File: src/lpot_pkg.sv
// Shared field widths, operation codes and status codes of the LRU page order tracker.
`default_nettype none

package lpot_pkg;

  localparam int FUNC_W = 2;
  localparam int PROC_W = 8;
  localparam int PAGE_W = 16;
  localparam int STAT_W = 2;

  typedef logic [FUNC_W-1:0] func_t;
  typedef logic [STAT_W-1:0] status_t;

  localparam func_t FUNC_TOUCH  = 2'd0;
  localparam func_t FUNC_INSERT = 2'd1;
  localparam func_t FUNC_EVICT  = 2'd2;

  localparam status_t ST_OK      = 2'd0;
  localparam status_t ST_NOMATCH = 2'd1;
  localparam status_t ST_EMPTY   = 2'd2;
  localparam status_t ST_FULL    = 2'd3;

endpackage

`default_nettype wire

File: src/lpot_req_if.sv
// Request channel of the LRU page order tracker: operation and page tags.
`default_nettype none

interface lpot_req_if import lpot_pkg::*; ();
  logic                valid;
  logic                ready;
  func_t               func;
  logic [PROC_W-1:0]   process_number;
  logic [PAGE_W-1:0]   page_number;

  modport source (output valid, output func, output process_number, output page_number,
                  input ready);
  modport sink   (input valid, input func, input process_number, input page_number,
                  output ready);
endinterface

`default_nettype wire

File: src/lpot_rsp_if.sv
// Response channel of the LRU page order tracker: status and evicted tags.
`default_nettype none

interface lpot_rsp_if import lpot_pkg::*; ();
  logic                valid;
  logic                ready;
  status_t             status;
  logic [PROC_W-1:0]   victim_process;
  logic [PAGE_W-1:0]   victim_page;

  modport source (output valid, output status, output victim_process, output victim_page,
                  input ready);
  modport sink   (input valid, input status, input victim_process, input victim_page,
                  output ready);
endinterface

`default_nettype wire

File: src/lpot_ram.sv
// Generic single-write, single-read RAM with registered read data.
`default_nettype none

module lpot_ram #(
  parameter int WIDTH = 24,
  parameter int DEPTH = 16
) (
  input  wire logic                     clk,
  input  wire logic                     we,
  input  wire logic [$clog2(DEPTH)-1:0] waddr,
  input  wire logic [WIDTH-1:0]         wdata,
  input  wire logic [$clog2(DEPTH)-1:0] raddr,
  output logic      [WIDTH-1:0]         rdata
);

  logic [WIDTH-1:0] mem [DEPTH];

  always_ff @(posedge clk) begin
    if (we) begin
      mem[waddr] <= wdata;
    end
    rdata <= mem[raddr];
  end

endmodule

`default_nettype wire

File: src/lru_page_order_tracker.sv
// Top level of the LRU page order tracker: sequencer, entry RAM and response register.
// A touch compares slots from the front; a hit behind the front shifts the newer
// entries down a slot and writes the tag to the front. An insert shifts all entries down
// and writes slot 0; an evict reads the back slot. Empty/full/unused cases leave the RAM alone.
// One request at a time; a new request is taken the cycle after its response loads.
// Reset (synchronous, rst high) empties the list and drops any pending response.
`default_nettype none

module lru_page_order_tracker import lpot_pkg::*; #(
  parameter int ENTRIES      = 16,
  parameter int PAGE_BITS    = 16,
  parameter int PROCESS_BITS = 8
) (
  input wire logic    clk,
  input wire logic    rst,
  lpot_req_if.sink    req,
  lpot_rsp_if.source  rsp
);

  localparam int IDX_W   = $clog2(ENTRIES);
  localparam int OCC_W   = $clog2(ENTRIES + 1);
  localparam int ENTRY_W = PROCESS_BITS + PAGE_BITS;

  // Sequencer states
  localparam logic [3:0] S_IDLE       = 4'd0;
  localparam logic [3:0] S_SCAN_RD    = 4'd1;
  localparam logic [3:0] S_SCAN_CMP   = 4'd2;
  localparam logic [3:0] S_SHIFT_RD   = 4'd3;
  localparam logic [3:0] S_SHIFT_WR   = 4'd4;
  localparam logic [3:0] S_FRONT_WR   = 4'd5;
  localparam logic [3:0] S_EVICT_RD   = 4'd6;
  localparam logic [3:0] S_EVICT_DATA = 4'd7;
  localparam logic [3:0] S_RESP       = 4'd8;

  logic [3:0]         state, state_next;
  logic [OCC_W-1:0]   occ, occ_next;
  logic [IDX_W-1:0]   idx, idx_next;
  logic [ENTRY_W-1:0] key, key_next;       // tags being searched for or inserted
  logic               is_insert, is_insert_next;
  status_t            status_r, status_next;
  logic [PROC_W-1:0]  vproc, vproc_next;
  logic [PAGE_W-1:0]  vpage, vpage_next;

  logic               rsp_valid;
  status_t            rsp_status;
  logic [PROC_W-1:0]  rsp_vproc;
  logic [PAGE_W-1:0]  rsp_vpage;

  // Entry RAM: slot 0 holds the most recent entry
  logic               ram_we;
  logic [IDX_W-1:0]   ram_waddr;
  logic [ENTRY_W-1:0] ram_wdata;
  logic [IDX_W-1:0]   ram_raddr;
  logic [ENTRY_W-1:0] ram_rdata;

  logic [ENTRY_W-1:0] req_key;
  logic               req_fire;
  logic               rsp_free;
  logic               scan_last;
  logic               key_hit;

  lpot_ram #(
    .WIDTH (ENTRY_W),
    .DEPTH (ENTRIES)
  ) u_ram (
    .clk   (clk),
    .we    (ram_we),
    .waddr (ram_waddr),
    .wdata (ram_wdata),
    .raddr (ram_raddr),
    .rdata (ram_rdata)
  );

  assign req_key  = {PROCESS_BITS'(req.process_number), PAGE_BITS'(req.page_number)};
  assign req.ready = (state == S_IDLE);
  assign req_fire = req.valid && req.ready;
  assign rsp_free = !rsp_valid || rsp.ready;

  // The one comparator, shared over every slot of a touch scan
  assign key_hit   = (ram_rdata == key);
  assign scan_last = ((OCC_W'(idx) + OCC_W'(1)) == occ);

  // Shifting reads the slot above the one being written
  assign ram_raddr = (state == S_SHIFT_RD) ? (idx - IDX_W'(1)) : idx;

  always_comb begin
    state_next     = state;
    occ_next       = occ;
    idx_next       = idx;
    key_next       = key;
    is_insert_next = is_insert;
    status_next    = status_r;
    vproc_next     = vproc;
    vpage_next     = vpage;
    ram_we         = 1'b0;
    ram_waddr      = idx;
    ram_wdata      = ram_rdata;

    case (state)
      S_IDLE: begin
        if (req_fire) begin
          key_next       = req_key;
          is_insert_next = (req.func == FUNC_INSERT);
          status_next    = ST_OK;
          vproc_next     = '0;
          vpage_next     = '0;
          case (req.func)
            FUNC_TOUCH: begin
              if (occ == '0) begin
                status_next = ST_NOMATCH;
                state_next  = S_RESP;
              end else begin
                idx_next   = '0;
                state_next = S_SCAN_RD;
              end
            end
            FUNC_INSERT: begin
              if (occ == OCC_W'(ENTRIES)) begin
                status_next = ST_FULL;
                state_next  = S_RESP;
              end else if (occ == '0) begin
                state_next = S_FRONT_WR;
              end else begin
                idx_next   = occ[IDX_W-1:0];
                state_next = S_SHIFT_RD;
              end
            end
            FUNC_EVICT: begin
              if (occ == '0) begin
                status_next = ST_EMPTY;
                state_next  = S_RESP;
              end else begin
                idx_next   = occ[IDX_W-1:0] - IDX_W'(1);
                state_next = S_EVICT_RD;
              end
            end
            default: begin
              state_next = S_RESP;
            end
          endcase
        end
      end
      S_SCAN_RD: begin
        state_next = S_SCAN_CMP;
      end
      S_SCAN_CMP: begin
        if (key_hit) begin
          // A hit at the front leaves the order as it is
          state_next = (idx == '0) ? S_RESP : S_SHIFT_RD;
        end else if (scan_last) begin
          status_next = ST_NOMATCH;
          state_next  = S_RESP;
        end else begin
          idx_next   = idx + IDX_W'(1);
          state_next = S_SCAN_RD;
        end
      end
      S_SHIFT_RD: begin
        state_next = S_SHIFT_WR;
      end
      S_SHIFT_WR: begin
        ram_we     = 1'b1;
        ram_waddr  = idx;
        ram_wdata  = ram_rdata;
        idx_next   = idx - IDX_W'(1);
        state_next = (idx == IDX_W'(1)) ? S_FRONT_WR : S_SHIFT_RD;
      end
      S_FRONT_WR: begin
        ram_we     = 1'b1;
        ram_waddr  = '0;
        ram_wdata  = key;
        if (is_insert) begin
          occ_next = occ + OCC_W'(1);
        end
        state_next = S_RESP;
      end
      S_EVICT_RD: begin
        state_next = S_EVICT_DATA;
      end
      S_EVICT_DATA: begin
        vproc_next = PROC_W'(ram_rdata[ENTRY_W-1:PAGE_BITS]);
        vpage_next = PAGE_W'(ram_rdata[PAGE_BITS-1:0]);
        occ_next   = occ - OCC_W'(1);
        state_next = S_RESP;
      end
      S_RESP: begin
        // Hold until the output register is free
        if (rsp_free) begin
          state_next = S_IDLE;
        end
      end
      default: begin
        state_next = S_IDLE;
      end
    endcase
  end

  always_ff @(posedge clk) begin
    if (rst) begin
      state     <= S_IDLE;
      occ       <= '0;
      rsp_valid <= 1'b0;
    end else begin
      state <= state_next;
      occ   <= occ_next;
      if (state == S_RESP && rsp_free) begin
        rsp_valid <= 1'b1;
      end else if (rsp.ready) begin
        rsp_valid <= 1'b0;
      end
    end
  end

  always_ff @(posedge clk) begin
    idx       <= idx_next;
    key       <= key_next;
    is_insert <= is_insert_next;
    status_r  <= status_next;
    vproc     <= vproc_next;
    vpage     <= vpage_next;
    if (state == S_RESP && rsp_free) begin
      rsp_status <= status_r;
      rsp_vproc  <= vproc;
      rsp_vpage  <= vpage;
    end
  end

  assign rsp.valid          = rsp_valid;
  assign rsp.status         = rsp_status;
  assign rsp.victim_process = rsp_vproc;
  assign rsp.victim_page    = rsp_vpage;

  // Occupancy never passes capacity
  a_occ_bound: assert property (@(posedge clk) disable iff (rst)
    occ <= OCC_W'(ENTRIES))
    else $error("occupancy above capacity");

  // A shift step never writes the front slot
  a_shift_addr: assert property (@(posedge clk) disable iff (rst)
    state == S_SHIFT_WR |-> idx != '0)
    else $error("shift wrote slot zero");

  // Leaving the response state always presents a result
  a_resp_load: assert property (@(posedge clk) disable iff (rst)
    state == S_RESP && rsp_free |=> rsp_valid && state == S_IDLE)
    else $error("response not loaded");

  // Victim tags are zero on every response whose status is not ok
  a_victim_zero: assert property (@(posedge clk) disable iff (rst)
    rsp_valid && rsp_status != ST_OK |-> rsp_vproc == '0 && rsp_vpage == '0)
    else $error("victim tags on a failed request");

endmodule

`default_nettype wire

File: src/flat_wrapper.sv
// flat-port wrapper written by rule: the top's interface ports become plain ports
module lru_page_order_tracker_flat import lpot_pkg::*;
#(
  parameter int ENTRIES      = 16,
  parameter int PAGE_BITS    = 16,
  parameter int PROCESS_BITS = 8
)
  (clk, rst, req_valid, req_func, req_process_number, req_page_number, req_ready, rsp_valid, rsp_status, rsp_victim_process, rsp_victim_page, rsp_ready);
  lpot_req_if req_i ();
  lpot_rsp_if rsp_i ();
  input wire logic clk;
  input wire logic rst;
  input wire logic [$bits(req_i.valid)-1:0] req_valid;
  input wire logic [$bits(req_i.func)-1:0] req_func;
  input wire logic [$bits(req_i.process_number)-1:0] req_process_number;
  input wire logic [$bits(req_i.page_number)-1:0] req_page_number;
  output wire logic [$bits(req_i.ready)-1:0] req_ready;
  output wire logic [$bits(rsp_i.valid)-1:0] rsp_valid;
  output wire logic [$bits(rsp_i.status)-1:0] rsp_status;
  output wire logic [$bits(rsp_i.victim_process)-1:0] rsp_victim_process;
  output wire logic [$bits(rsp_i.victim_page)-1:0] rsp_victim_page;
  input wire logic [$bits(rsp_i.ready)-1:0] rsp_ready;
  assign req_i.valid = req_valid;
  assign req_i.func = req_func;
  assign req_i.process_number = req_process_number;
  assign req_i.page_number = req_page_number;
  assign req_ready = req_i.ready;
  assign rsp_valid = rsp_i.valid;
  assign rsp_status = rsp_i.status;
  assign rsp_victim_process = rsp_i.victim_process;
  assign rsp_victim_page = rsp_i.victim_page;
  assign rsp_i.ready = rsp_ready;
  lru_page_order_tracker #(.ENTRIES(ENTRIES), .PAGE_BITS(PAGE_BITS), .PROCESS_BITS(PROCESS_BITS)) u_core (.clk(clk), .rst(rst), .req(req_i), .rsp(rsp_i));
endmodule
File: config.mk
export PLATFORM = sky130hd
export DESIGN_NAME = lru_page_order_tracker_flat
export DESIGN_NICKNAME = d
export VERILOG_FILES = /design/src/lpot_pkg.sv /design/src/lpot_req_if.sv /design/src/lpot_rsp_if.sv /design/src/lpot_ram.sv /design/src/lru_page_order_tracker.sv /design/src/flat_wrapper.sv
export SDC_FILE = /design/constraint.sdc
export NUM_CORES = 1
export LEC_CHECK = 0
export BUFFER_PORTS_ARGS = -buffer_cell sky130_fd_sc_hd__buf_2
export CORE_UTILIZATION = 42
export DETAILED_ROUTE_END_ITERATION = 12
export PLACE_DENSITY = 0.64
export SLEW_MARGIN = 10
export SYNTH_ARGS = -nofsm -noshare
export SYNTH_HDL_FRONTEND = slang
export SYNTH_SLANG_ARGS = --single-unit
export TNS_END_PERCENT = 100
File: constraint.sdc
create_clock -name clk -period 6.95 [get_ports clk]
set_input_delay 0 -clock clk [delete_from_list [all_inputs] [get_ports clk]]
set_output_delay 0 -clock clk [all_outputs]
set_load 0.01 [all_outputs]
## Word-level counts from Yosys, hierarchy flattened

Memory sizes are Yosys's and may differ from the RTL's. A register that Yosys moved wholly into a read port is not among the register bits.
Index checks and enable logic that the tools add are counted.

- Register bits: 91
- Memory bits (writable): 384
- Bits of input ports: 30
- Output and inout port bits: 28
- Word-level logic and storage cells: 108
- Memories: 1

- Add/sub/neg operators: 6
- Equal/unequal tests: 25
- Multiplexer cells: 43
- Reduce and logical (&&, ||, !) cells: 21

Memory list:

| name | words | bits a word | read ports | clocked after Yosys merged registers in | wr ports | line | RTL |
|---|---|---|---|---|---|---|---|
| u_core.u_ram.mem | 16 | 24 | 1 | 1 | 1 | lpot_ram.sv:16 | `logic [WIDTH-1:0] mem [DEPTH];` |

Operators by type and width:

| kind | number |
|---|---|
| 4-bit two-way mux | 17 |
| 4-bit case mux with 3 select lines | 3 |
| 16-bit case mux with 2 select lines | 1 |
| 4-bit case mux with 8 select lines | 1 |
| 24-bit == test | 1 |
| 24-bit two-way mux | 1 |
| 4-bit by 3-bit == test with 1-bit output (second input constant) | 4 |
| 16-bit two-way mux | 1 |
| 8-bit case mux with 2 select lines | 1 |
| 3-bit inequality test (second input constant) | 4 |
| 2-bit two-way mux | 5 |
| 5-bit case mux with 2 select lines | 1 |
| 9-bit AND reduction | 1 |
| 4-bit by 1-bit == test with 1-bit output (second input constant) | 2 |
| 4-bit by 2-bit == test with 1-bit output (second input constant) | 2 |
| 4-bit zero test | 2 |
| 8-bit two-way mux | 1 |
| 2-bit AND reduction | 4 |
| 2-bit nonzero test | 4 |
| 4-bit by 1-bit subtractor with 4-bit output (second input constant) | 2 |
| 1-bit two-way mux | 6 |
| 3-bit two-way mux | 2 |
| 2-bit by 1-bit inequality test with 1-bit output (second input constant) | 3 |
| 2-bit inequality test (second input constant) | 3 |
| 21 further kinds | 23 |

## Depth between registers and ports, before layout

- Depth after elaboration: 6
- Depth in mapped cells: 13
- Depth with buffers taken out: 10

## By module

Synthesis repeated with hierarchy kept, for this count alone.

- Cell total of the unflattened synthesis: 998
- Area total of the unflattened synthesis: 19,551.3 um^2

Modules (own cells, without submodules):

| module | instances | cells an instance | area each (um^2) | seq. area each (um^2) |
|---|---|---|---|---|
| lpot_ram | 1 | 636 | 14,930.6 | 12,011.5 |
| lru_page_order_tracker | 1 | 362 | 4,620.7 | 2,632.5 |

## Worst setup path after synthesis

No wires, ideal clock.

- Kind: register -> register
- Start point: reg u_core.idx[0]
- End point: mem u_core.u_ram.mem[2][0] (enable)
- Setup time: 0.435 ns
- Data arrival time: 3.228 ns
- Required time: 6.515 ns
- Slack: 3.287 ns
- Stages on the path, launching flop included: 7
- Buffers on the path: 3
- Period minus slack after synthesis: 3.663 ns
- Cell sequence: edfxtp_1 buf_2 inv_2 buf_2 clkbuf_1 nand3_1 nor3_1

- Word-level cells in the longest chain between the ends: 1

RTL lines:

| element | line | RTL |
|---|---|---|
| start: declaration | lru_page_order_tracker.sv:37 | `logic [IDX_W-1:0] idx, idx_next;` |
| start signal: assignment | lru_page_order_tracker.sv:215 | `idx <= idx_next;` |
| 4-bit two-way mux | lru_page_order_tracker.sv:99 | `case (state)` |
| end: declaration | lpot_ram.sv:16 |  |

Every way passes these cells.

## Worst setup path after layout

- Start point: reg u_core.idx[0]
- End point: reg u_core.u_ram.rdata[2], read port of u_core.u_ram.mem

- Word-level cells in the longest chain between the ends: 2

RTL lines:

| element | line | RTL |
|---|---|---|
| 4-bit by 1-bit subtractor with 4-bit output | lru_page_order_tracker.sv:84 | `assign ram_raddr = (state == S_SHIFT_RD) ? (idx - IDX_W'(1)) : idx;` |
| 4-bit two-way mux * | lru_page_order_tracker.sv:84 |  |
| end: declaration | lpot_ram.sv:13 | `output logic [WIDTH-1:0] rdata` |

Every way passes the cells marked *; elsewhere a longest branch is shown, timed or not.
A chain may end at the register's enable or synchronous reset.

==> qor.csv <==
stage;metric;value;unit
drt;routed wire length;57.2;mm
place;Final Wtd Congestion;0.778;
drt;wire length on met2;26.9;mm
drt;WL per Instance;26.0;um
layout;Layout Nets;1520;
min_path;Hold Crit Start;req_func[0];
timing;Worst Max-Slew Pin Slew;1.11;ns
timing;post-route minimum period;4.45;ns
synthesis;Top FF cell, synth;edfxtp_1;
clock_tree;root buf cell;clkbuf_16;
place;DP HPWL;32.7;mm
critical_path;Crit Path Category;register to register;
clock_tree;CTS resizes;0;
drt;total iterations of the first detailed-routing run;5;
layout;post-route insts no fill;2200;
critical_path;critical path arrival;4.97;ns
synthesis;sequential share of the synthesized area;66.0;%
timing;setup violators final;0;
global_route;first-pass GRT wire length;85.2;mm
synthesis;dominant cell type by area after synthesis;edfxtp_1;
floorplan;core footprint;51700;um^2
drt;highest metal used;met4;
pwr;Comb pwr share;7.2;%
clock_tree;TritonCTS Sinks;499;
timing;Final Hold Viols;0;
timing;Final Slew Violations;0;
timing;f_max;225;MHz
synthesis;Post-synth EDFFs;465;
clock_tree;clock latency on the worst-skew pair;0.62;ns
critical_path;Max Fanout on Critical Path;62;
pwr;Cell Int Power;5170;uW
critical_path;Crit. End Element;register;
pwr;pwr/cell area;264;nW/um^2
drt;DRC;0;
place;placed cell count;2077;
global_route;vias in the first global route;13400;
layout;ANT cells;0;
critical_path;CP delay by family, top;buffers and inverters;
timing;Slew headroom;25.9;%
clock_tree;CTS Buffer Depth;3;
critical_path;worst reg2reg startpoint;u_core.idx[0];
critical_path;CP bufs+invs;3;
timing;clk_skew;0.0332;ns
clock_tree;TritonCTS clock tree;built;
layout;share of layout cells above drive strength 1;22.6;%
drt;Detail Route Antenna Nets;0;
floorplan;Chip Width;232;um
timing;RSZ-0062 raised after global routing;no;
pwr;Clk pwr share;41.3;%
layout;register area;14600;um^2
pwr;Leak Pwr;0.00848;uW
synthesis;Synth Register Bits;499;
synthesis;top-area cell type share of the netlist area;62.9;%
synthesis;Synth top cells by count;edfxtp_1, nand2_1, mux4_2;
layout;multi-input logic area;7250;um^2
critical_path;Cell Chain, Critical Path;buf_4 > inv_2 > ha_4 > buf_4 > mux2i_1 > mux4_2 > a32oi_1 > a21oi_1 > a31oi_1;
global_route;largest net degree at the start of global routing;63;
floorplan;row count;83;
drt;DRT iter0 DRCs;1300;
floorplan;Initial Utilization;42.9;%
floorplan;Die Height;232;um
critical_path;reg2reg setup slack;2.50;ns
synthesis;post-synthesis cell area;22200;um^2
global_route;Overflow after GRT;0;
clock_tree;H-tree depth;2;
critical_path;Slowest cell on crit path;buf_4;
synthesis;async set-or-reset flop fraction in the synthesized netlist;0;%
critical_path;worst setup path start;u_core.idx[0];
pwr;sequential power share;51.5;%
drt;routed vias/inst;5.97;
layout;filler cell count;4307;
critical_path;startpoint types;register;
drt;WL met1;24.0;mm
min_path;worst hold path depth;2;
synthesis;syn avg cell area;15.9;um^2
critical_path;Largest stage delay, worst path;0.96;ns
global_route;All-Layer GR Usage;21.7;%
critical_path;R2R depth;9;
place;port bufs;57;
pwr;Peak VDD IR;201;uV
timing;Setup TNS Final;0;ns
clock_tree;CTS buffer count;51;
floorplan;full die area;53800;um^2
min_path;Hold Path Class;primary input to register;
drt;vias;13100;
run;max-cap violations;0;
floorplan;num ports;58;
critical_path;most numerous cell on the critical path;buf_4;
run_status;status;finished clean;
timing;final worst-path cycle share;64.0;%
critical_path;Worst EP required;7.47;ns
synthesis;synth warn;0;
synthesis;post-synth cell types;56;
pwr;NetSw;1520;uW
layout;area delta synth->final;14.0;%
synthesis;synthesized instance count;1395;
synthesis;synth top area cells;edfxtp_1, mux4_2, mux2i_1, nand2_1, dfxtp_1;
min_path;Worst Hold Path EP;u_core.is_insert;
synthesis;syn nets;1438;
global_route;initial antenna violation count;0;
clock_tree;post-CTS setup buffer count;0;
pwr;Sw Ratio;22.7;%
clock_tree;CTS clk-pin slew, worst paths;0.06;ns
synthesis;most common cell in the netlist;edfxtp_1;
critical_path;RR Endpoint;u_core.u_ram.rdata[2];
drt;wire length on met3;4.29;mm
[registers in the layout, indices dropped and copies added (netlist names)]
signal / count
u_core.u_ram.mem: 384
u_core.key: 24
u_core.u_ram.rdata: 24
u_core.rsp.victim_page: 16
u_core.vpage: 16
u_core.rsp.victim_process: 8
u_core.vproc: 8
u_core.occ: 5
u_core.idx: 4
u_core.state: 4
u_core.rsp.status: 2
u_core.status_r: 2
u_core.is_insert: 1
u_core.rsp.valid: 1
[power groups by stage]
stage                     clock, uW  sequential (uW)  combinational [uW]
after floorplan                   0             3490                 319
after global placement            0             3500                 461
after detailed placement          0             3510                 471
after CTS                      2800             3440                 484
after global routing           2910             3450                 523
final                          2760             3440                 483
[through the flow]
step | util (%) | instance area (um^2) | total power [uW] | hold slack (ns) | setup WS [ns]
6_report | 48.9 | 25300 | 6690 | 0.0372 | 2.50
5_1_grt | 48.9 | 25300 | 6880 | 0.0674 | 2.28
4_1_cts | 48.9 | 25300 | 6730 | 0.00875 | 2.51
3_5_place_dp | 45.1 | 23300 | 3980 | 0.178 | 2.51
3_3_place_gp | 45.1 | 23300 | 3960 | 0.177 | 2.64
2_1_floorplan | - | 22200 | 3800 | 0.0989 | 3.29
[final cells by class]
cell class,count,share of cell area [%]
sequential,499,57.9
clock inverter,27,1.06
clock buffer,69,5.63
timing repair buffer,119,3.23
tap,680,3.36
inverter,14,0.208
multi-input combinational,792,28.6
[cells by family (layout without fill, tap and decap cells)]
logic type	after synthesis	after routing	share of synthesized area, %
xor+xnor	40	40	1.66
mux	244	244	18.0
compound gates	179	179	5.06
fa+ha+maj	13	13	0.767
buf+inv	104	229	2.22
flops	499	499	66.0
simple gates	316	316	6.33
[layer usage]
metal	vias to the layer above	global-route usage (%)
met5	-	0
met4	0	8.53
met3	106	4.05
met2	503	34.3
met1	6864	29.6
li1	5655	-
[worst max path at each step]
stage | slack [ns] | end | depth (start not counted)
2_1_floorplan | 3.29 | u_core.u_ram.mem[2][0] | 6
6_report | 2.50 | u_core.u_ram.rdata[2] | 9
4_1_cts | 2.51 | u_core.u_ram.rdata[17] | 9
3_5_place_dp | 2.51 | u_core.u_ram.rdata[17] | 9
3_3_place_gp | 2.64 | u_core.u_ram.rdata[0] | 9
5_1_grt | 2.28 | u_core.u_ram.rdata[17] | 9
[what timing repair did]
item | in CTS | in global routing
endpoints found under the hold margin | 37 | 0
endpoints found under the setup margin | 0 | 0
hold buffers | 27 | 0
[cell usage in the layout, fill, tap and decap left out, drive strengths merged, types with 3 or more instances in the layout]
cell type / synthesis / final
edfxtp: 465 / 465
a31oi: 27 / 27
nand3: 31 / 31
o31ai: 4 / 4
ha: 12 / 12
xor2: 20 / 20
nor3: 9 / 9
mux4: 120 / 120
a221oi: 3 / 3
o32ai: 4 / 4
clkbuf: 40 / 69
xnor2: 20 / 20
a32oi: 24 / 24
clkinv: 0 / 19
mux2: 24 / 24
inv: 14 / 16
o21a: 5 / 5
nor2b: 4 / 4
nor2: 37 / 37
bufinv: 0 / 4
and2: 27 / 27
dfxtp: 34 / 34
nor3b: 3 / 3
a21oi: 87 / 87
nand4: 4 / 4
nand2: 184 / 184
mux2i: 100 / 100
buf: 50 / 92
o21ai: 9 / 9
dlygate4sd3: 0 / 27
nor4: 7 / 7
No activity file was read; power rests on OpenSTA's default activity.
